===== config.mk =====
export PLATFORM = sky130hd
export DESIGN_NAME = simple_moving_average_flat
export DESIGN_NICKNAME = d
export VERILOG_FILES = /design/src/design/sma_pkg.sv /design/src/design/sma_if.sv /design/src/design/simple_moving_average.sv /design/src/design/sma_ram.sv /design/src/design/sma_div.sv /design/src/flat_wrapper.sv
export SDC_FILE = /design/constraint.sdc
export NUM_CORES = 2
export LEC_CHECK = 0
export BUFFER_PORTS_ARGS = -buffer_cell sky130_fd_sc_hd__buf_2
export CAP_MARGIN = 5
export CORE_ASPECT_RATIO = 1.75
export CORE_MARGIN = 5
export CORE_UTILIZATION = 55
export DETAILED_ROUTE_END_ITERATION = 10
export HOLD_SLACK_MARGIN = 0.06
export PLACE_DENSITY = 0.71
export SLEW_MARGIN = 20
export SYNTH_ARGS = -nofsm -noshare
export SYNTH_HDL_FRONTEND = slang
export SYNTH_SLANG_ARGS = --single-unit

===== constraint.sdc =====
create_clock -name clk -period 15.4 [get_ports clk]
set_clock_uncertainty 0.2 [all_clocks]
set_input_delay 1.54 -clock clk [delete_from_list [all_inputs] [get_ports clk]]
set_output_delay 1.54 -clock clk [all_outputs]
set_load 0.02 [all_outputs]

===== src/design/sma_pkg.sv =====
// Shared widths and constants for the simple moving average block.
package sma_pkg;

	localparam int MAX_WINDOW = 64;
	localparam int WIN_W      = 7;
	localparam int SLOT_W     = $clog2(MAX_WINDOW);
	localparam int TIME_W     = 48;
	localparam int PRICE_W    = 32;
	localparam int SUM_W      = PRICE_W + SLOT_W;

	localparam logic [WIN_W-1:0] WINDOW_RESET = WIN_W'(5);

	typedef logic        [TIME_W-1:0]  time_t;
	typedef logic signed [PRICE_W-1:0] price_t;
	typedef logic signed [SUM_W-1:0]   sum_t;
	typedef logic        [WIN_W-1:0]   win_t;
	typedef logic        [SLOT_W-1:0]  slot_t;

endpackage


===== src/design/sma_if.sv =====
// Valid/ready channel interfaces for samples and averages.
interface sma_in_if;
	logic                 valid;
	logic                 ready;
	logic                 start_of_series;
	sma_pkg::time_t       sample_time;
	sma_pkg::price_t      close_price;

	modport source (output valid, output start_of_series, output sample_time,
		output close_price, input ready);
	modport sink (input valid, input start_of_series, input sample_time,
		input close_price, output ready);
endinterface

interface sma_out_if;
	logic                 valid;
	logic                 ready;
	sma_pkg::time_t       result_time;
	sma_pkg::price_t      average_price;

	modport source (output valid, output result_time, output average_price, input ready);
	modport sink (input valid, input result_time, input average_price, output ready);
endinterface


===== src/design/simple_moving_average.sv =====
// Simple moving average top level: ring memory, running sum, divider, output register.
// An item that completes a window: ring read, sum update and write-back, then the
// 38-step divider; result registered and next sample taken once the output is free.
// An item that gives no result: ring read, then sum update and write-back.
// Reset: window length 5, count, sum and write slot zero; ring contents undefined.
module simple_moving_average (
	input  logic              clk,
	input  logic              arst_n,
	input  logic              cfg_we,
	input  sma_pkg::win_t     cfg_wdata,
	sma_in_if.sink            sample_ch,
	sma_out_if.source         result_ch
);

	localparam logic [1:0] ST_IDLE = 2'd0;
	localparam logic [1:0] ST_UPD  = 2'd1;
	localparam logic [1:0] ST_DIV  = 2'd2;

	logic [1:0]            state_q;
	sma_pkg::win_t         window_q;
	sma_pkg::sum_t         sum_q;
	sma_pkg::win_t         seen_q;
	sma_pkg::slot_t        slot_q;

	sma_pkg::price_t       price_s1;
	sma_pkg::time_t        time_s1;
	sma_pkg::slot_t        slot_s1;
	sma_pkg::win_t         cnt_s1;
	sma_pkg::sum_t         sum_s1;

	logic                  out_valid_q;
	sma_pkg::time_t        out_time_q;
	sma_pkg::price_t       out_price_q;

	sma_pkg::win_t         n_eff;
	logic                  in_xfer;
	logic                  out_free;
	sma_pkg::slot_t        slot_sel;
	sma_pkg::price_t       old_price;
	sma_pkg::sum_t         new_sum;
	sma_pkg::win_t         new_cnt;
	sma_pkg::win_t         next_slot;
	logic                  div_start;
	logic                  div_busy;
	sma_pkg::price_t       div_quo;

	always_comb begin
		if (window_q == '0) begin
			n_eff = sma_pkg::win_t'(1);
		end else if (window_q > sma_pkg::win_t'(sma_pkg::MAX_WINDOW)) begin
			n_eff = sma_pkg::win_t'(sma_pkg::MAX_WINDOW);
		end else begin
			n_eff = window_q;
		end
	end

	assign sample_ch.ready = (state_q == ST_IDLE);
	assign in_xfer         = sample_ch.valid && sample_ch.ready;
	assign out_free        = !out_valid_q || result_ch.ready;

	always_comb begin
		slot_sel = sample_ch.start_of_series ? '0 : slot_q;
		if ({1'b0, slot_sel} >= n_eff) begin
			slot_sel = '0;
		end
	end

	sma_ram #(
		.WIDTH(sma_pkg::PRICE_W),
		.DEPTH(sma_pkg::MAX_WINDOW)
	) u_ring (
		.clk  (clk),
		.we   (state_q == ST_UPD),
		.waddr(slot_s1),
		.wdata(price_s1),
		.raddr(slot_sel),
		.rdata(old_price)
	);

	always_comb begin
		new_sum = sum_s1 + sma_pkg::sum_t'(price_s1);
		if (cnt_s1 >= n_eff) begin
			new_sum = new_sum - sma_pkg::sum_t'(old_price);
		end
		new_cnt   = (cnt_s1 < n_eff) ? cnt_s1 + 1'b1 : cnt_s1;
		next_slot = {1'b0, slot_s1} + 1'b1;
		if (next_slot >= n_eff) begin
			next_slot = '0;
		end
	end

	assign div_start = (state_q == ST_UPD) && (new_cnt >= n_eff);

	sma_div u_div (
		.clk     (clk),
		.arst_n  (arst_n),
		.start   (div_start),
		.dividend(new_sum),
		.divisor (n_eff),
		.busy    (div_busy),
		.quotient(div_quo)
	);

	always_ff @(posedge clk or negedge arst_n) begin
		if (!arst_n) begin
			state_q  <= ST_IDLE;
			window_q <= sma_pkg::WINDOW_RESET;
			sum_q    <= '0;
			seen_q   <= '0;
			slot_q   <= '0;
		end else begin
			case (state_q)
				ST_IDLE: begin
					if (in_xfer) begin
						state_q <= ST_UPD;
					end
				end
				ST_UPD: begin
					sum_q   <= new_sum;
					seen_q  <= new_cnt;
					slot_q  <= next_slot[sma_pkg::SLOT_W-1:0];
					state_q <= div_start ? ST_DIV : ST_IDLE;
				end
				ST_DIV: begin
					if (!div_busy && out_free) begin
						state_q <= ST_IDLE;
					end
				end
				default: begin
					state_q <= ST_IDLE;
				end
			endcase
			if (cfg_we) begin
				window_q <= cfg_wdata;
				sum_q    <= '0;
				seen_q   <= '0;
				slot_q   <= '0;
			end
		end
	end

	always_ff @(posedge clk) begin
		if (in_xfer) begin
			price_s1 <= sample_ch.close_price;
			time_s1  <= sample_ch.sample_time;
			slot_s1  <= slot_sel;
			cnt_s1   <= sample_ch.start_of_series ? '0 : seen_q;
			sum_s1   <= sample_ch.start_of_series ? '0 : sum_q;
		end
	end

	always_ff @(posedge clk or negedge arst_n) begin
		if (!arst_n) begin
			out_valid_q <= 1'b0;
		end else if (state_q == ST_DIV && !div_busy && out_free) begin
			out_valid_q <= 1'b1;
		end else if (result_ch.ready) begin
			out_valid_q <= 1'b0;
		end
	end

	always_ff @(posedge clk) begin
		if (state_q == ST_DIV && !div_busy && out_free) begin
			out_time_q  <= time_s1;
			out_price_q <= div_quo;
		end
	end

	assign result_ch.valid         = out_valid_q;
	assign result_ch.result_time   = out_time_q;
	assign result_ch.average_price = out_price_q;

	a_seen_bound: assert property (@(posedge clk) disable iff (!arst_n)
		seen_q <= n_eff)
		else $error("sample count exceeds window");

	a_slot_bound: assert property (@(posedge clk) disable iff (!arst_n)
		{1'b0, slot_q} < n_eff)
		else $error("write slot outside window");

	a_div_state: assert property (@(posedge clk) disable iff (!arst_n)
		div_busy |-> state_q == ST_DIV)
		else $error("divider busy outside divide state");

	a_no_accept_busy: assert property (@(posedge clk) disable iff (!arst_n)
		in_xfer |-> !div_busy)
		else $error("sample transfer while divider busy");

endmodule


===== src/design/sma_ram.sv =====
// Generic simple dual-port RAM with registered read.
module sma_ram #(
	parameter int WIDTH = 32,
	parameter int DEPTH = 64
) (
	input  logic                     clk,
	input  logic                     we,
	input  logic [$clog2(DEPTH)-1:0] waddr,
	input  logic [WIDTH-1:0]         wdata,
	input  logic [$clog2(DEPTH)-1:0] raddr,
	output logic [WIDTH-1:0]         rdata
);

	logic [WIDTH-1:0] mem [DEPTH];

	always_ff @(posedge clk) begin
		if (we) begin
			mem[waddr] <= wdata;
		end
		rdata <= mem[raddr];
	end

endmodule


===== src/design/sma_div.sv =====
// Iterative signed divider, one quotient bit per cycle, truncating toward zero.
module sma_div (
	input  logic                clk,
	input  logic                arst_n,
	input  logic                start,
	input  sma_pkg::sum_t       dividend,
	input  sma_pkg::win_t       divisor,
	output logic                busy,
	output sma_pkg::price_t     quotient
);

	localparam int CNT_W = $clog2(sma_pkg::SUM_W);

	logic                          busy_q;
	logic                          neg_q;
	logic [CNT_W-1:0]              cnt_q;
	logic [sma_pkg::SUM_W-1:0]     quo_q;
	logic [sma_pkg::WIN_W-1:0]     rem_q;
	logic [sma_pkg::WIN_W-1:0]     div_q;
	logic [sma_pkg::WIN_W:0]       trial;
	logic [sma_pkg::WIN_W:0]       diff;
	logic                          fits;
	logic [sma_pkg::SUM_W-1:0]     mag;
	logic [sma_pkg::SUM_W-1:0]     signed_quo;

	assign mag   = dividend[sma_pkg::SUM_W-1] ? (~dividend + 1'b1) : dividend;
	assign trial = {rem_q, quo_q[sma_pkg::SUM_W-1]};
	assign diff  = trial - {1'b0, div_q};
	assign fits  = trial >= {1'b0, div_q};

	always_ff @(posedge clk or negedge arst_n) begin
		if (!arst_n) begin
			busy_q <= 1'b0;
			cnt_q  <= '0;
		end else if (start) begin
			busy_q <= 1'b1;
			cnt_q  <= CNT_W'(sma_pkg::SUM_W - 1);
		end else if (busy_q) begin
			cnt_q <= cnt_q - 1'b1;
			if (cnt_q == '0) begin
				busy_q <= 1'b0;
			end
		end
	end

	always_ff @(posedge clk) begin
		if (start) begin
			neg_q <= dividend[sma_pkg::SUM_W-1];
			quo_q <= mag;
			rem_q <= '0;
			div_q <= divisor;
		end else if (busy_q) begin
			rem_q <= fits ? diff[sma_pkg::WIN_W-1:0] : trial[sma_pkg::WIN_W-1:0];
			quo_q <= {quo_q[sma_pkg::SUM_W-2:0], fits};
		end
	end

	assign signed_quo = neg_q ? (~quo_q + 1'b1) : quo_q;
	assign quotient   = signed_quo[sma_pkg::PRICE_W-1:0];
	assign busy       = busy_q;

endmodule

===== src/flat_wrapper.sv =====
// flat-port wrapper written by rule: the top's interface ports become plain ports
module simple_moving_average_flat 
  (clk, arst_n, cfg_we, cfg_wdata, sample_ch_valid, sample_ch_start_of_series, sample_ch_sample_time, sample_ch_close_price, sample_ch_ready, result_ch_valid, result_ch_result_time, result_ch_average_price, result_ch_ready);
  sma_in_if sample_ch_i ();
  sma_out_if result_ch_i ();
  input  logic clk;
  input  logic arst_n;
  input  logic cfg_we;
  input  sma_pkg::win_t cfg_wdata;
  input wire logic [$bits(sample_ch_i.valid)-1:0] sample_ch_valid;
  input wire logic [$bits(sample_ch_i.start_of_series)-1:0] sample_ch_start_of_series;
  input wire logic [$bits(sample_ch_i.sample_time)-1:0] sample_ch_sample_time;
  input wire logic [$bits(sample_ch_i.close_price)-1:0] sample_ch_close_price;
  output wire logic [$bits(sample_ch_i.ready)-1:0] sample_ch_ready;
  output wire logic [$bits(result_ch_i.valid)-1:0] result_ch_valid;
  output wire logic [$bits(result_ch_i.result_time)-1:0] result_ch_result_time;
  output wire logic [$bits(result_ch_i.average_price)-1:0] result_ch_average_price;
  input wire logic [$bits(result_ch_i.ready)-1:0] result_ch_ready;
  assign sample_ch_i.valid = sample_ch_valid;
  assign sample_ch_i.start_of_series = sample_ch_start_of_series;
  assign sample_ch_i.sample_time = sample_ch_sample_time;
  assign sample_ch_i.close_price = sample_ch_close_price;
  assign sample_ch_ready = sample_ch_i.ready;
  assign result_ch_valid = result_ch_i.valid;
  assign result_ch_result_time = result_ch_i.result_time;
  assign result_ch_average_price = result_ch_i.average_price;
  assign result_ch_i.ready = result_ch_ready;
  simple_moving_average u_core (.clk(clk), .arst_n(arst_n), .cfg_we(cfg_we), .cfg_wdata(cfg_wdata), .sample_ch(sample_ch_i), .result_ch(result_ch_i));
endmodule

After elaboration in Yosys (flattened, before gate mapping)
Memories as Yosys holds them, arrays and structs flattened. A register that Yosys moved wholly into a read port is not among the register bits.
Index checks and enable logic that the tools add are counted.
{"block": "classes", "addsub": 8, "n_mul": 0, "div_mod_pow": 0, "order_cmp": 7, "n_eq_ne": 4, "n_shift": 0, "muxes": 31, "n_bitwise": 2, "n_reduce_logical": 15}
{"operator": "$mux W38", "n": 6}
{"operator": "$mux W6", "n": 7}
{"operator": "$mux W7", "n": 6}
{"operator": "$add A38 B1 Y38 const B", "n": 1}
{"operator": "$add A38 B32 Y38", "n": 1}
{"operator": "$not A38 Y38", "n": 1}
{"operator": "$sub A38 B32 Y38", "n": 1}
{"operator": "$add A32 B1 Y32 const B", "n": 1}
{"operator": "$mux W32", "n": 1}
{"operator": "$not A32 Y32", "n": 1}
{"operator": "$ge A7 B7 Y1", "n": 3}
{"operator": "$ge A8 B7 Y1", "n": 1}
{"operator": "$add A6 B1 Y7 const B", "n": 1}
{"operator": "$add A7 B1 Y7 const B", "n": 1}
{"operator": "$ge A6 B7 Y1", "n": 1}
{"operator": "$gt A7 B7 Y1 const B", "n": 1}
{"operator": "$logic_not A7 Y1", "n": 1}
{"operator": "$lt A7 B7 Y1", "n": 1}
{"operator": "$mux W1", "n": 7}
{"operator": "$sub A7 B7 Y7", "n": 1}
{"operator": "$logic_not A6 Y1", "n": 1}
{"operator": "$mux W2", "n": 3}
{"operator": "$pmux W2 S3", "n": 1}
{"operator": "$reduce_bool A2 Y1", "n": 3}
{"operator": "other kinds (10)", "n": 15}
{"block": "word_totals", "register_bits": 332, "latchBits": 0, "ramBits": 2048, "romBits": 0, "out_inout_bits": 82, "wordCells": 87, "mem_count": 1}
{"name": "u_core.u_ring.mem", "depth": 64, "word_bits": 32, "read_ports": 1, "rd_ports_with_merged_regs": 1, "write_ports": 1, "line_no": "sma_ram.sv:14", "text": "logic [WIDTH-1:0] mem [DEPTH];"}

Longest topological paths before layout
{"block": "depth", "depth_word": 9, "ltp_mapped": 25}

Hierarchy
From an unflattened synthesis, not the netlist that was laid out.
{"block": "hier_totals", "hier_cells": 5138, "area_unflattened_um2": 97531.0}
{"module": "sma_ram", "n_inst": 1, "cells_per_inst": 3324, "area_per_inst_um2": 78515.3, "seq_area_each_um2": 62139.6}
{"module": "simple_moving_average", "n_inst": 1, "cells_per_inst": 1357, "area_per_inst_um2": 14799.2, "seq_area_each_um2": 7865.0}
{"module": "sma_div", "n_inst": 1, "cells_per_inst": 457, "area_per_inst_um2": 4216.5, "seq_area_each_um2": 1696.6}

Worst setup path before layout
No wires, ideal clock.
{"block": "synth_timing", "path_kind": "input to register", "startpoint": "in result_ch_ready", "endpoint": "reg u_core.out_valid_q (netlist: u_core.result_ch.valid)", "setup_ns": 0.099, "t_arrival_ns": 7.622, "path_slack_ns": 7.479, "cell_stages": 3, "n_path_buf": 0, "path_cell_list": "nor2b_1 -> nor3_1 -> or2_2"}
{"block": "synth_via", "elab_chain_cells": 3, "word_cells_on_any_way": 4}
{"element": "start, declared", "line_no": "flat_wrapper.sv:18", "text": "input wire logic [$bits(result_ch_i.ready)-1:0] result_ch_ready;"}
{"element": "$logic_or A1 B1 Y1", "line_no": "simple_moving_average.sv:59", "text": "assign out_free = !out_valid_q || result_ch.ready;"}
{"element": "$logic_and A1 B1 Y1", "line_no": "simple_moving_average.sv:155", "text": "end else if (state_q == ST_DIV && !div_busy && out_free) begin"}
{"element": "$mux W1 or $reduce_bool A2 Y1 (tied branches)"}
{"element": "end signal, assigned", "line_no": "simple_moving_average.sv:154", "text": "out_valid_q <= 1'b0;"}
{"element": "end signal, assigned", "line_no": "simple_moving_average.sv:156", "text": "out_valid_q <= 1'b1;"}
{"element": "end signal, assigned", "line_no": "simple_moving_average.sv:158", "text": "out_valid_q <= 1'b0;"}
{"element": "end, declared", "line_no": "simple_moving_average.sv:31", "text": "logic out_valid_q;"}
Parallel ways exist; a longest one is shown, timed or not.
A chain may end at the register's enable or synchronous reset.

Worst setup path after layout
{"block": "layout_timing", "startpoint": "in sample_ch_start_of_series", "endpoint": "reg u_core.u_ring.rdata[15] (read register of u_core.u_ring.mem)"}
{"block": "layout_via", "elab_chain_cells": 3}
{"element": "start, declared", "line_no": "flat_wrapper.sv:11", "text": "input wire logic [$bits(sample_ch_i.start_of_series)-1:0] sample_ch_start_of_series;"}
{"element": "$mux W6 *", "line_no": "simple_moving_average.sv:62", "text": "slot_sel = sample_ch.start_of_series ? '0 : slot_q;"}
{"element": "$ge A6 B7 Y1", "line_no": "simple_moving_average.sv:63", "text": "if ({1'b0, slot_sel} >= n_eff) begin"}
{"element": "$mux W6 *", "line_no": "simple_moving_average.sv:63"}
{"element": "end, declared", "line_no": "sma_ram.sv:11", "text": "output logic [WIDTH-1:0] rdata"}
Every way passes the cells marked *; elsewhere a longest branch is shown, timed or not.

==> results_dict.tcl <==
set metrics [dict create \
    p_int_uw 12000 \
    first_iter_violations 7623 \
    whs_path_depth 0 \
    finalCritPeriodShare 0.514 \
    synth_xor_area_frac 0.0129 \
    syn_area_um2 98100 \
    power.switching_uw 5450 \
    floorplan.die.width_um 329 \
    worstPathRequired_ns 15.88 \
    synth_compound_area_frac 0.113 \
    die_area_um2 187000 \
    hp-class "flip-flop to flip-flop" \
    final_core_util 0.612 \
    synth_edf_count 2305 \
    avgRoutedWirePerCell_um 32.0 \
    cts_tree "yes" \
    layout_common_cells "edfxtp_1, nand2_1, a21oi_1" \
    outcome "completed" \
    ys_seq_area_frac 0.731 \
    path_clk_slew_ns 0.07 \
    clock_latency_ns 0.84 \
    worstHoldStart "u_core.time_s1[24]" \
    cap_viol_max_count 0 \
    ios 175 \
    cts_inserted_buffers 199 \
    dpl_worst_slack_ns 6.80 \
    hold_viol 0 \
    path_delay_family "buffers and inverters" \
    layout_commonest_cell "edfxtp_1" \
    synth_fa_ha_area_frac 0.0152 \
    ys.flop_type "edfxtp_1" \
    cp_num_buf_inv 6 \
    setup_viol 0 \
    reg2reg_from "u_core.price_s1[0]" \
    path_class "input port to flip-flop" \
    hold_end "u_core.result_ch.result_time[24]" \
    rsz0062_at_grt "no" \
    power.leakage_uw 0.0349 \
    crit_path_end_kind "flip-flop" \
    synth_nets 6637 \
    drcViolationCount 0 \
    postCtsResizedCells 0 \
    startpoint_type "input port" \
    drtPass1Iterations 6 \
    grt_pass1_vias 61500 \
    grt_start_max_net_pins 167 \
    htree_levels 4 \
    drt_wl_total_mm 291 \
    grt_usage 0.303 \
    clockRootBuffer "clkbuf_16" \
    crit_fanout 139 \
    critical_path.cell_chain "buf_2, nor2b_4, inv_8, ha_1, nand2b_1, a21o_1, a21o_1, a21oi_1, o211ai_1, buf_4, inv_8, buf_12, buf_4, mux4_2, o21ai_0, a211oi_1, a21oi_1, o21ai_0" \
    maxSlewViolCount 0 \
    worstMarginPinSlew_ns 1.37 \
    reg2reg_depth 23 \
    clockBufferDepth 4 \
    coreArea_um2 178000 \
    switching_share 0.313 \
    synth_top_area_share 0.706 \
    yosysWarnings 0 \
    placement.io_buffers 174 \
    finalNetCount 6750 \
    synthSimpleGateAreaFrac 0.0627 \
    postSynth.asyncResetShare 0.0282 \
    place_congestion 0.922 \
    cts.sinks 2412 \
    synth_top_family_by_area "compound AO/OA/AOI/OAI gates" \
    peakVddDrop_uv 127 \
    cts_setup_buffers 0 \
    rows 205 \
    yosys.area.top_type "edfxtp_1" \
    r2r_slack_ns 7.88 \
    finalPower_uw 17400 \
    period_needed_ns 7.92 \
    setup_tns_ns 0 \
    ant_nets 0 \
    ys_ff_latch 2412 \
    routed_via_density 6.82 \
    drive_gt1_frac 0.136 \
    dr_total_vias 62000 \
    slew_headroom 0.0736 \
    seqPwrFrac 0.460 \
    die-height_um 569 \
    critPathMaxStageDelay_ns 0.83 \
    antenna_found_initial 15 \
    ys_top_cells_by_area "edfxtp_1, mux4_2, o221ai_1, nand2_1, a21oi_1" \
    combPwrFrac 0.248 \
    fin_ws_ns 7.48 \
    synth.distinct_cells 91 \
    grt_pass1_wl_mm 415 \
    post-dp-hpwl_mm 173 \
    syn_inst 6427 \
    area_growth_pct 10.9 \
    power.share.clock 0.292 \
    r2r-end "u_core.u_div.quo_q[37]" \
    start_util 0.552 \
    cts_hold_buffers 0 \
    grt_overflow 0 \
    power_density_nw_per_um2 160 \
    cpMaxStageDelayCell "buf_4" \
    fmax_mhz 126 \
    muxShareOfSynthArea 0.0442 \
    critPathArrivalTime_ns 8.39 \
    syn_avg_cell_area_um2 15.3 \
]
## cell families after synthesis
logic type               count (synthesis)
multiplexers                           262
XOR/XNOR                               144
buffers and inverters                  520
AND/OR/NAND/NOR                       1363
AO/OA/AOI/OAI                         1609
adder cells (fa/ha/maj)                117
flip-flops                            2412
## final cells by class
cell class / instances / area (um2)
Sequential cell: 2412 / 71700
Fill cell: 12800 / 69100
Multi-Input combinational cell: 3495 / 24900
Clock buffer: 255 / 5390
Tap cell: 2380 / 2980
Timing Repair Buffer: 348 / 2280
Clock inverter: 106 / 1060
Inverter: 84 / 348
Antenna cell: 11 / 27.5
## registers in the layout (all words and copies together), names as in the netlist, 6 cells and up
register / flops
u_core.u_ring.mem: 2048
u_core.result_ch.result_time: 48
u_core.time_s1: 48
u_core.sum_q: 38
u_core.sum_s1: 38
u_core.u_div.quo_q: 38
u_core.price_s1: 32
u_core.result_ch.average_price: 32
u_core.u_ring.rdata: 32
u_core.cnt_s1: 7
u_core.seen_q: 7
u_core.u_div.div_q: 7
u_core.u_div.rem_q: 7
u_core.window_q: 7
u_core.slot_q: 6
u_core.slot_s1: 6
u_core.u_div.cnt_q: 6
## power by group through the flow
stage               Sequential, uW  Clock [uW]  Combinational (uW)
global route                  8020        5380                4660
CTS                           8000        5130                4250
finish                        8010        5090                4320
floorplan                     8140           0                2880
detailed placement            8140           0                4230
global placement              8130           0                4160
## how the worst max path moves through the flow
| stage | startpoint | endpoint | slack (ns) | cells after the start |
|---|---|---|---|---|
| 2_1_floorplan | result_ch_ready | u_core.result_ch.valid | 7.48 | 3 |
| 3_3_place_gp | sample_ch_start_of_series | u_core.u_ring.rdata[15] | 6.85 | 18 |
| 3_5_place_dp | sample_ch_start_of_series | u_core.u_ring.rdata[15] | 6.80 | 18 |
| 4_1_cts | sample_ch_start_of_series | u_core.u_ring.rdata[15] | 7.66 | 18 |
| 5_1_grt | sample_ch_start_of_series | u_core.u_ring.rdata[15] | 7.28 | 18 |
| 6_report | sample_ch_start_of_series | u_core.u_ring.rdata[15] | 7.48 | 18 |
## synth_stat cells, drive strengths merged (7+ instances only)
cell type     n
nand3b        7
or3          13
mux2i       118
nor2        304
edfxtp     2305
a31oi        51
a22oi        13
o22ai       183
and2         12
nand2b       32
nand4        31
mux4        136
buf          99
dfxtp        39
xor2         55
a311oi       47
dfrtp        66
clkbuf      337
a2111oi      26
xnor2        89
a32oi        30
mux2          8
nor2b        70
inv          83
o21a         21
o211ai       40
a211oi      147
o21ai       209
and3         31
nor3         69
a21o         43
nand2       548
a21oi       353
nor4         14
ha          114
o221ai      346
nand3       204
o31ai        49
## layer usage
| layer | GRT usage | wire [um] |
|---|---|---|
| met4 | 0.219 | 25900 |
| met2 | 0.510 | 143000 |
| met3 | 0.0520 | 28900 |
| met1 | 0.350 | 92900 |
| met5 | 0 | 24 |
## metrics by stage
step,instances,hold WS (ns),instance area (um2)
2_1_floorplan,6427,0.200,98100
6_report,9091,0.211,109000
3_5_place_dp,8719,0.205,102000
5_1_grt,9081,0.197,109000
4_1_cts,9080,0.201,109000
3_3_place_gp,8718,0.200,102000
(Power assumes the default switching activity.)
